**src/hw/rtl/euc_pkg.sv**
```systemverilog
// ----------------------------------------------------------------------------
// euc_pkg: shared constants and helpers of the epoch unique contact counter
// Widths of the bitmaps, the serial divider and the serial popcount.
// ----------------------------------------------------------------------------
package euc_pkg;

  // number of tracked peers, one bit per peer in every bitmap
  localparam int NODE_COUNT = 64;

  // time stamp and epoch length width
  localparam int TIME_W = 32;

  // width of the peer index and the community mask ports
  localparam int PEER_W = 6;
  localparam int MASK_W = 64;

  // result count width
  localparam int COUNT_W = 7;

  // popcount digit size and number of steps over the bitmap
  localparam int POP_DIGIT = 4;
  localparam int POP_STEPS = (NODE_COUNT + POP_DIGIT - 1) / POP_DIGIT;
  localparam int POP_WIDTH = POP_STEPS * POP_DIGIT;
  localparam int POP_STEP_W = $clog2(POP_STEPS + 1);
  localparam int POP_DIGIT_CW = $clog2(POP_DIGIT + 1);

  // divider step counter, holds TIME_W itself
  localparam int DIV_STEP_W = $clog2(TIME_W + 1);

  // event opcodes
  localparam logic [1:0] OP_CONNECT    = 2'd0;
  localparam logic [1:0] OP_DISCONNECT = 2'd1;
  localparam logic [1:0] OP_QUERY      = 2'd2;
  localparam logic [1:0] OP_UNUSED     = 2'd3;

  // reset value of the epoch length register
  localparam logic [TIME_W-1:0] EPOCH_LENGTH_RESET = TIME_W'(21600);

  // number of ones in one popcount digit
  function automatic logic [POP_DIGIT_CW-1:0] digit_ones(input logic [POP_DIGIT-1:0] d);
    logic [POP_DIGIT_CW-1:0] n;
    n = '0;
    for (int i = 0; i < POP_DIGIT; i++) begin
      n = n + POP_DIGIT_CW'(d[i]);
    end
    return n;
  endfunction

endpackage

```
**src/hw/rtl/euc_div.sv**
```systemverilog
// ----------------------------------------------------------------------------
// euc_div: bit-serial restoring divider
// One quotient bit per cycle; quotient and remainder hold until next start.
// ----------------------------------------------------------------------------
module euc_div
  import euc_pkg::*;
(
  input  logic              clk,
  input  logic              rst,
  input  logic              start,
  input  logic [TIME_W-1:0] dividend,
  input  logic [TIME_W-1:0] divisor,
  output logic              done,
  output logic [TIME_W-1:0] quotient,
  output logic [TIME_W-1:0] remainder
);

  logic [TIME_W-1:0]     quo;
  logic [TIME_W-1:0]     rem;
  logic [TIME_W-1:0]     dvs;
  logic [DIV_STEP_W-1:0] steps;
  logic                  busy;
  logic [TIME_W:0]       trial;
  logic                  fits;

  // trial subtract of the divisor from the shifted partial remainder
  assign trial = {rem, quo[TIME_W-1]} - {1'b0, dvs};
  assign fits  = !trial[TIME_W];

  // control: step counter and done pulse
  always_ff @(posedge clk) begin
    if (rst) begin
      busy  <= 1'b0;
      done  <= 1'b0;
      steps <= '0;
    end else begin
      done <= 1'b0;
      if (start) begin
        busy  <= 1'b1;
        steps <= DIV_STEP_W'(TIME_W);
      end else if (busy) begin
        steps <= steps - 1'b1;
        if (steps == DIV_STEP_W'(1)) begin
          busy <= 1'b0;
          done <= 1'b1;
        end
      end
    end
  end

  // datapath: shift dividend out, quotient bits in
  always_ff @(posedge clk) begin
    if (start) begin
      quo <= dividend;
      rem <= '0;
      // zero length counts as one
      dvs <= (divisor == '0) ? TIME_W'(1) : divisor;
    end else if (busy) begin
      quo <= {quo[TIME_W-2:0], fits};
      rem <= fits ? trial[TIME_W-1:0] : {rem[TIME_W-2:0], quo[TIME_W-1]};
    end
  end

  assign quotient  = quo;
  assign remainder = rem;

endmodule

```
**src/hw/rtl/euc_popcnt.sv**
```systemverilog
// ----------------------------------------------------------------------------
// euc_popcnt: digit-serial popcount
// Shifts the loaded vector one small digit per cycle and sums its ones.
// ----------------------------------------------------------------------------
module euc_popcnt
  import euc_pkg::*;
(
  input  logic                 clk,
  input  logic                 rst,
  input  logic                 start,
  input  logic [POP_WIDTH-1:0] vec,
  output logic                 done,
  output logic [COUNT_W-1:0]   count
);

  logic [POP_WIDTH-1:0]  shreg;
  logic [POP_STEP_W-1:0] steps;
  logic                  busy;
  logic [COUNT_W-1:0]    acc;

  // control: step counter and done pulse
  always_ff @(posedge clk) begin
    if (rst) begin
      busy  <= 1'b0;
      done  <= 1'b0;
      steps <= '0;
    end else begin
      done <= 1'b0;
      if (start) begin
        busy  <= 1'b1;
        steps <= POP_STEP_W'(POP_STEPS);
      end else if (busy) begin
        steps <= steps - 1'b1;
        if (steps == POP_STEP_W'(1)) begin
          busy <= 1'b0;
          done <= 1'b1;
        end
      end
    end
  end

  // datapath: low digit counted, vector shifted down
  always_ff @(posedge clk) begin
    if (start) begin
      shreg <= vec;
      acc   <= '0;
    end else if (busy) begin
      shreg <= shreg >> POP_DIGIT;
      acc   <= acc + COUNT_W'(digit_ones(shreg[POP_DIGIT-1:0]));
    end
  end

  assign count = acc;

endmodule

```
**src/hw/rtl/epoch_unique_contact_counter.sv**
```systemverilog
// ----------------------------------------------------------------------------
// epoch_unique_contact_counter: distinct peers met per time window
// Keeps connected, this-epoch and last-epoch peer bitmaps and answers
// rank queries with a masked count.
// ----------------------------------------------------------------------------
// Usage:
//   Input channel (in_valid / in_stall) carries one event: opcode,
//   event_time, peer_index and community_mask. in_stall is high while an
//   event is in work; one event is handled at a time.
//   Output channel (out_valid / out_stall) carries rank_count and
//   time_error for queries and for events whose epoch went backwards.
//   Other connects and disconnects and opcode 3 give no result.
//   epoch_length is written through cfg_we / cfg_wdata; the user must
//   do so only while idle, as the block itself does not enforce it.
//   An event keeps in_stall high after its transfer while the divider
//   steps out epoch and remainder (S_DIV), hands them over and the
//   bitmaps update (S_UPD). A query then runs the 4-bit-per-cycle
//   popcount (S_CNT) and loads the output register from S_EMIT.
//   Opcode 3 never stalls the input.
// Reset (rst, synchronous): bitmaps and epochs clear, epoch_length = 21600.
// A stalled result stays in the output register; the next event is still
// taken and runs until its own result has to wait for the register.
// ----------------------------------------------------------------------------
module epoch_unique_contact_counter
  import euc_pkg::*;
(
  input  logic               clk,
  input  logic               rst,
  input  logic               cfg_we,
  input  logic [TIME_W-1:0]  cfg_wdata,
  input  logic               in_valid,
  output logic               in_stall,
  input  logic [1:0]         opcode,
  input  logic [TIME_W-1:0]  event_time,
  input  logic [PEER_W-1:0]  peer_index,
  input  logic [MASK_W-1:0]  community_mask,
  output logic               out_valid,
  input  logic               out_stall,
  output logic [COUNT_W-1:0] rank_count,
  output logic               time_error
);

  typedef enum logic [4:0] {
    S_IDLE = 5'b00001,
    S_DIV  = 5'b00010,
    S_UPD  = 5'b00100,
    S_CNT  = 5'b01000,
    S_EMIT = 5'b10000
  } state_t;

  state_t state;

  logic [TIME_W-1:0]     epoch_length;
  logic [NODE_COUNT-1:0] connected_now;
  logic [NODE_COUNT-1:0] seen_this_epoch;
  logic [NODE_COUNT-1:0] seen_last_epoch;
  logic [TIME_W-1:0]     epoch_current;
  logic [TIME_W-1:0]     epoch_previous;

  logic [NODE_COUNT-1:0] connected_now_next;
  logic [NODE_COUNT-1:0] seen_this_epoch_next;
  logic [NODE_COUNT-1:0] seen_last_epoch_next;
  logic [TIME_W-1:0]     epoch_current_next;
  logic [TIME_W-1:0]     epoch_previous_next;

  // latched event
  logic [1:0]            op;
  logic [PEER_W-1:0]     peer;
  logic [NODE_COUNT-1:0] mask;

  // result waiting for the output register
  logic [COUNT_W-1:0]    res_count;
  logic                  res_error;

  logic                  in_xfer;
  logic                  out_free;
  logic                  div_start;
  logic                  div_done;
  logic [TIME_W-1:0]     epoch_q;
  logic [TIME_W-1:0]     epoch_r;
  logic                  pop_start;
  logic                  pop_done;
  logic [COUNT_W-1:0]    pop_count;
  logic [POP_WIDTH-1:0]  pop_vec;
  logic                  back_in_time;
  logic [NODE_COUNT-1:0] peer_bit;

  assign in_stall = (state != S_IDLE);
  assign in_xfer  = in_valid && !in_stall;
  assign out_free = !out_valid || !out_stall;

  // epoch and remainder of the event time
  assign div_start = in_xfer && (opcode != OP_UNUSED);

  euc_div u_div (
    .clk       (clk),
    .rst       (rst),
    .start     (div_start),
    .dividend  (event_time),
    .divisor   (epoch_length),
    .done      (div_done),
    .quotient  (epoch_q),
    .remainder (epoch_r)
  );

  // masked count of the reported bitmap
  euc_popcnt u_pop (
    .clk   (clk),
    .rst   (rst),
    .start (pop_start),
    .vec   (pop_vec),
    .done  (pop_done),
    .count (pop_count)
  );

  // one-hot bit of the peer, none when out of range
  always_comb begin
    peer_bit = '0;
    if (32'(peer) < NODE_COUNT) begin
      peer_bit[peer] = 1'b1;
    end
  end

  // epoch roll-over and peer update
  assign back_in_time = (epoch_q < epoch_current);

  always_comb begin
    connected_now_next   = connected_now;
    seen_this_epoch_next = seen_this_epoch;
    seen_last_epoch_next = seen_last_epoch;
    epoch_current_next   = epoch_current;
    epoch_previous_next  = epoch_previous;
    if (!back_in_time) begin
      if (epoch_q > epoch_current) begin
        if ({1'b0, epoch_q} == {1'b0, epoch_current} + 1'b1) begin
          seen_last_epoch_next = seen_this_epoch;
          seen_this_epoch_next = connected_now;
          epoch_previous_next  = epoch_current;
        end else begin
          seen_last_epoch_next = connected_now;
          seen_this_epoch_next = connected_now;
          epoch_previous_next  = epoch_q - 1'b1;
        end
        epoch_current_next = epoch_q;
      end
      case (op)
        OP_CONNECT: begin
          connected_now_next   = connected_now_next | peer_bit;
          seen_this_epoch_next = seen_this_epoch_next | peer_bit;
        end
        OP_DISCONNECT: begin
          connected_now_next = connected_now_next & ~peer_bit;
          if (epoch_r != '0) begin
            seen_this_epoch_next = seen_this_epoch_next | peer_bit;
          end else begin
            seen_this_epoch_next = seen_this_epoch_next & ~peer_bit;
          end
        end
        default: begin
        end
      endcase
    end
  end

  // query counts last epoch once an epoch has closed, else the current one
  assign pop_vec = (epoch_previous_next != epoch_current_next) ?
                   POP_WIDTH'(mask & seen_last_epoch_next) :
                   POP_WIDTH'(mask & seen_this_epoch_next);
  assign pop_start = (state == S_UPD) && !back_in_time && (op == OP_QUERY);

  // configuration register
  always_ff @(posedge clk) begin
    if (rst) begin
      epoch_length <= EPOCH_LENGTH_RESET;
    end else if (cfg_we) begin
      epoch_length <= cfg_wdata;
    end
  end

  // event latch
  always_ff @(posedge clk) begin
    if (in_xfer) begin
      op   <= opcode;
      peer <= peer_index;
      mask <= community_mask[NODE_COUNT-1:0];
    end
  end

  // sequencer and peer state
  always_ff @(posedge clk) begin
    if (rst) begin
      state           <= S_IDLE;
      connected_now   <= '0;
      seen_this_epoch <= '0;
      seen_last_epoch <= '0;
      epoch_current   <= '0;
      epoch_previous  <= '0;
      res_count       <= '0;
      res_error       <= 1'b0;
    end else begin
      case (state)
        S_IDLE: begin
          if (div_start) begin
            state <= S_DIV;
          end
        end
        S_DIV: begin
          if (div_done) begin
            state <= S_UPD;
          end
        end
        S_UPD: begin
          connected_now   <= connected_now_next;
          seen_this_epoch <= seen_this_epoch_next;
          seen_last_epoch <= seen_last_epoch_next;
          epoch_current   <= epoch_current_next;
          epoch_previous  <= epoch_previous_next;
          if (back_in_time) begin
            res_count <= '0;
            res_error <= 1'b1;
            state     <= S_EMIT;
          end else if (op == OP_QUERY) begin
            state <= S_CNT;
          end else begin
            state <= S_IDLE;
          end
        end
        S_CNT: begin
          if (pop_done) begin
            res_count <= pop_count;
            res_error <= 1'b0;
            state     <= S_EMIT;
          end
        end
        S_EMIT: begin
          if (out_free) begin
            state <= S_IDLE;
          end
        end
        default: begin
          state <= S_IDLE;
        end
      endcase
    end
  end

  // output register
  always_ff @(posedge clk) begin
    if (rst) begin
      out_valid <= 1'b0;
    end else if (state == S_EMIT && out_free) begin
      out_valid <= 1'b1;
    end else if (!out_stall) begin
      out_valid <= 1'b0;
    end
  end

  always_ff @(posedge clk) begin
    if (state == S_EMIT && out_free) begin
      rank_count <= res_count;
      time_error <= res_error;
    end
  end

  // checks
  assert property (@(posedge clk) disable iff (rst)
    $rose(out_valid) |-> $past(state == S_EMIT))
    else $error("result appeared without a pending result");

  assert property (@(posedge clk) disable iff (rst)
    div_done |-> (state == S_DIV))
    else $error("divider finished outside the divide phase");

  assert property (@(posedge clk) disable iff (rst)
    pop_done |-> (state == S_CNT))
    else $error("popcount finished outside the count phase");

  assert property (@(posedge clk) disable iff (rst)
    (out_valid && time_error) |-> (rank_count == '0))
    else $error("time error result carries a nonzero count");

  assert property (@(posedge clk) disable iff (rst)
    epoch_previous <= epoch_current)
    else $error("previous epoch is ahead of current epoch");

endmodule

```
**config.mk**
```make
export PLATFORM = sky130hd
export DESIGN_NAME = epoch_unique_contact_counter
export DESIGN_NICKNAME = d
export VERILOG_FILES = /design/src/hw/rtl/euc_pkg.sv /design/src/hw/rtl/euc_div.sv /design/src/hw/rtl/euc_popcnt.sv /design/src/hw/rtl/epoch_unique_contact_counter.sv
export SDC_FILE = /design/constraint.sdc
export NUM_CORES = 1
export LEC_CHECK = 0
export BUFFER_PORTS_ARGS = -buffer_cell sky130_fd_sc_hd__buf_2
export CORE_MARGIN = 2
export CORE_UTILIZATION = 40
export DETAILED_ROUTE_END_ITERATION = 6
export PLACE_DENSITY = 0.52
export SYNTH_ARGS = -nofsm -noshare
export SYNTH_HDL_FRONTEND = slang
export SYNTH_HIERARCHICAL = 1
export SYNTH_SLANG_ARGS = --single-unit
```
**constraint.sdc**
```tcl
create_clock -name clk -period 11.3 [get_ports clk]
set_input_delay 0 -clock clk [delete_from_list [all_inputs] [get_ports clk]]
set_output_delay 0 -clock clk [all_outputs]
set_load 0.02 [all_outputs]
```
==> flow_metrics.py <==
metrics = {
    "routing": {
        "antenna_left": 0,
        "wire_per_inst_um": 20.4,
        "drcViolationCount": 0,
        "drt_wl_total_mm": 93.0,
        "vias": 25778,
        "firstDrtPassIters": 5,
        "via_per_inst": 5.66,
        "drt_iter0_drc": 1608,
    },
    "worst_hold_path": {
        "hp-start": "community_mask[25]",
        "hp-class": "in2reg",
        "min_path_cells": 2,
    },
    "clocking": {
        "clock_sink_count": 564,
        "insertion_delay_ns": 0.62,
        "postCtsHoldBufs": 167,
        "htree_num_levels": 3,
        "cts_made_buffers": 70,
        "clk_pin_slew_worst_paths_ns": 0.06,
        "cts_buffer_depth": 3,
        "cts-root-buf": "clkbuf_16",
        "cts_tree": "yes",
        "cts_resized": 0,
        "cts_setup_buffers": 0,
    },
    "global_route": {
        "grt_max_degree": 96,
        "grt_pass1_vias": 25457,
        "antenna_found_initial": 1,
        "grt_usage_pct": 22.6,
        "grt_overflow": 0,
        "grt_pass1_wl_mm": 146,
    },
    "placed_design": {
        "portBuffers": 150,
        "dpl_cell_area_um2": 32400,
        "place.gp.congestion": 0.912,
        "dp_slack_ns": 4.50,
        "dp_hpwl_mm": 59.3,
    },
    "synth": {
        "synth_edf_count": 208,
        "ys.flop_type": "dfxtp_1",
        "yosysSeqAreaShare_pct": 42.9,
        "synth_cells": 3326,
        "ys_warn_count": 6,
        "syn_area_um2": 31200,
        "synthArstFlopShare_pct": 0,
        "synthesis.nets": 3542,
        "synth_cell_types": 88,
        "synth.ff_latch_count": 564,
        "postSynthAreaPerCell_um2": 9.37,
    },
    "timing": {
        "final-setup-viol-count": 0,
        "timing_hold_violations_final": 0,
        "tns_ns": 0,
        "clock.fmax_ghz": 0.147,
        "fin_crit_sh_pct": 60.3,
        "rsz0062_at_grt": "false",
        "fin_crit_ns": 6.81,
        "skew_ns": 0.0286,
        "worst_pin_slew_ns": 1.19,
        "drv_slew": 0,
        "worst_slack_ns": 4.49,
        "slew_headroom_pct": 19.9,
        "hold_slack_ns": 0.0842,
    },
    "critical_path": {
        "critical_path.cell_chain": "nand4_1, nor4_2, nand3_1, or4b_1, and3_1, or2_2, nor2_8, mux2_2, o2111ai_4, buf_4, mux2i_1, mux2_2",
        "cp_top_family": "simple AND/OR/NAND/NOR gates",
        "cp.depth": 12,
        "cp-startpoint": "epoch_current[2]$_SDFFE_PP0N_",
        "cp_slowest_cell": "nor4_2",
        "path_max_fanout": 44,
        "cp-end-kind": "flip-flop",
        "path_class": "reg2reg",
        "cp_data_arrival_time_ns": 7.18,
        "cp_num_buf_inv": 1,
        "required_ns": 11.67,
        "timing.rr.start": "epoch_current[2]$_SDFFE_PP0N_",
        "r2r_cells": 12,
        "start_kind": "flip-flop",
        "max_stage_delay_ns": 0.92,
        "cp_common_cell": "mux2_2",
    },
    "final_layout": {
        "final_cell_mix": "400 x nand2_1, 355 x dfxtp_1, 265 x a21oi_1",
        "fill_cells": 7279,
        "final_common_cell": "nand2_1",
        "antenna_cells": 0,
        "design_area_um2": 36300,
        "drive_above_1_share_pct": 14.3,
        "nNetsFinal": 3675,
        "syn_to_final_growth_pct": 16.3,
    },
    "outcome": {
        "status": "finished clean",
    },
    "job": {
        "cap_violations": 0,
    },
    "power": {
        "power.density_nw_per_um2": 197,
        "p_leak_nw": 13.5,
        "ir_worst_vdd_mv": 0.198,
    },
    "die": {
        "io_pins": 151,
        "die_h_um": 283,
        "core.rowCount": 102,
        "core_area_um2": 77300,
        "die-area_um2": 80200,
        "initial_core_util_pct": 40.3,
        "die_x_um": 283,
    },
}
[layer usage]
metal	GRT usage [%]	routed length [um]	part of all wire, %
met1	30.2	42400	46
met2	38.0	44200	47
met3	3.04	3780	4.1
met4	7.14	2680	2.9
met5	0	0	0
[report_power, final]
part,switching [mW],internal (mW),total [mW]
clock network,0.911,1.26,2.17
logic,1.45,0.889,2.34
registers,0.276,2.36,2.64
total,2.64,4.51,7.15
[cell usage after synthesis, types with 49 or more instances]
cell type  number  area (um2)
xnor2_1        78         683
nor2_1        224         841
mux2_2        159        1790
a21o_1         79         593
o21ai_0        51         255
ha_1           71         888
a22oi_1        74         556
a221oi_1       66         578
mux2i_1       168        1680
nand2b_1       80         500
a21oi_1       265        1330
xor2_1         49         429
o211ai_1      167        1250
inv_1          89         334
dfxtp_1       356        7130
edfxtp_1      208        6250
a211oi_1       92         691
nand2_1       403        1510
clkbuf_1      235         882
[path summary, 6_finish.rpt]
check | to | slack (ns)
hold reg to reg | rank_count[4]$_DFFE_PP_ | 0.44
hold / removal | mask[25]$_DFFE_PP_ | 0.08
setup reg to reg | u_pop/shreg[1]$_DFFE_PP_ | 4.49
setup / recovery | u_pop/shreg[1]$_DFFE_PP_ | 4.49
[cell type report]
cell class | count | area [um2] | share of cell area [%]
sequential | 564 | 13400 | 36.9
inverter | 89 | 334 | 0.921
multi-input combinational | 2380 | 16300 | 45.1
timing repair buffer | 354 | 2710 | 7.47
clock inverter | 25 | 235 | 0.649
clock buffer | 105 | 1960 | 5.42
tap | 1040 | 1300 | 3.59
[stage by stage]
step                      util, %  cells  power (mW)
final                        46.9   4557        7.15
after global routing         46.9   4557        7.57
after CTS                    46.9   4557        7.21
after detailed placement     41.9   4260        4.96
after global placement       41.9   4260        4.93
after floorplan                 -   3326        4.38
[cells by family after synthesis]
group / share of synthesized area, %
buffers and inverters: 5.14
muxes: 11.1
AOI/OAI and AO/OA: 19.4
and+or+nand+nor: 14.6
adders and majority gates: 3.11
xor gates and xnor gates: 3.64
DFF: 42.9
(Power assumes the default switching activity.)
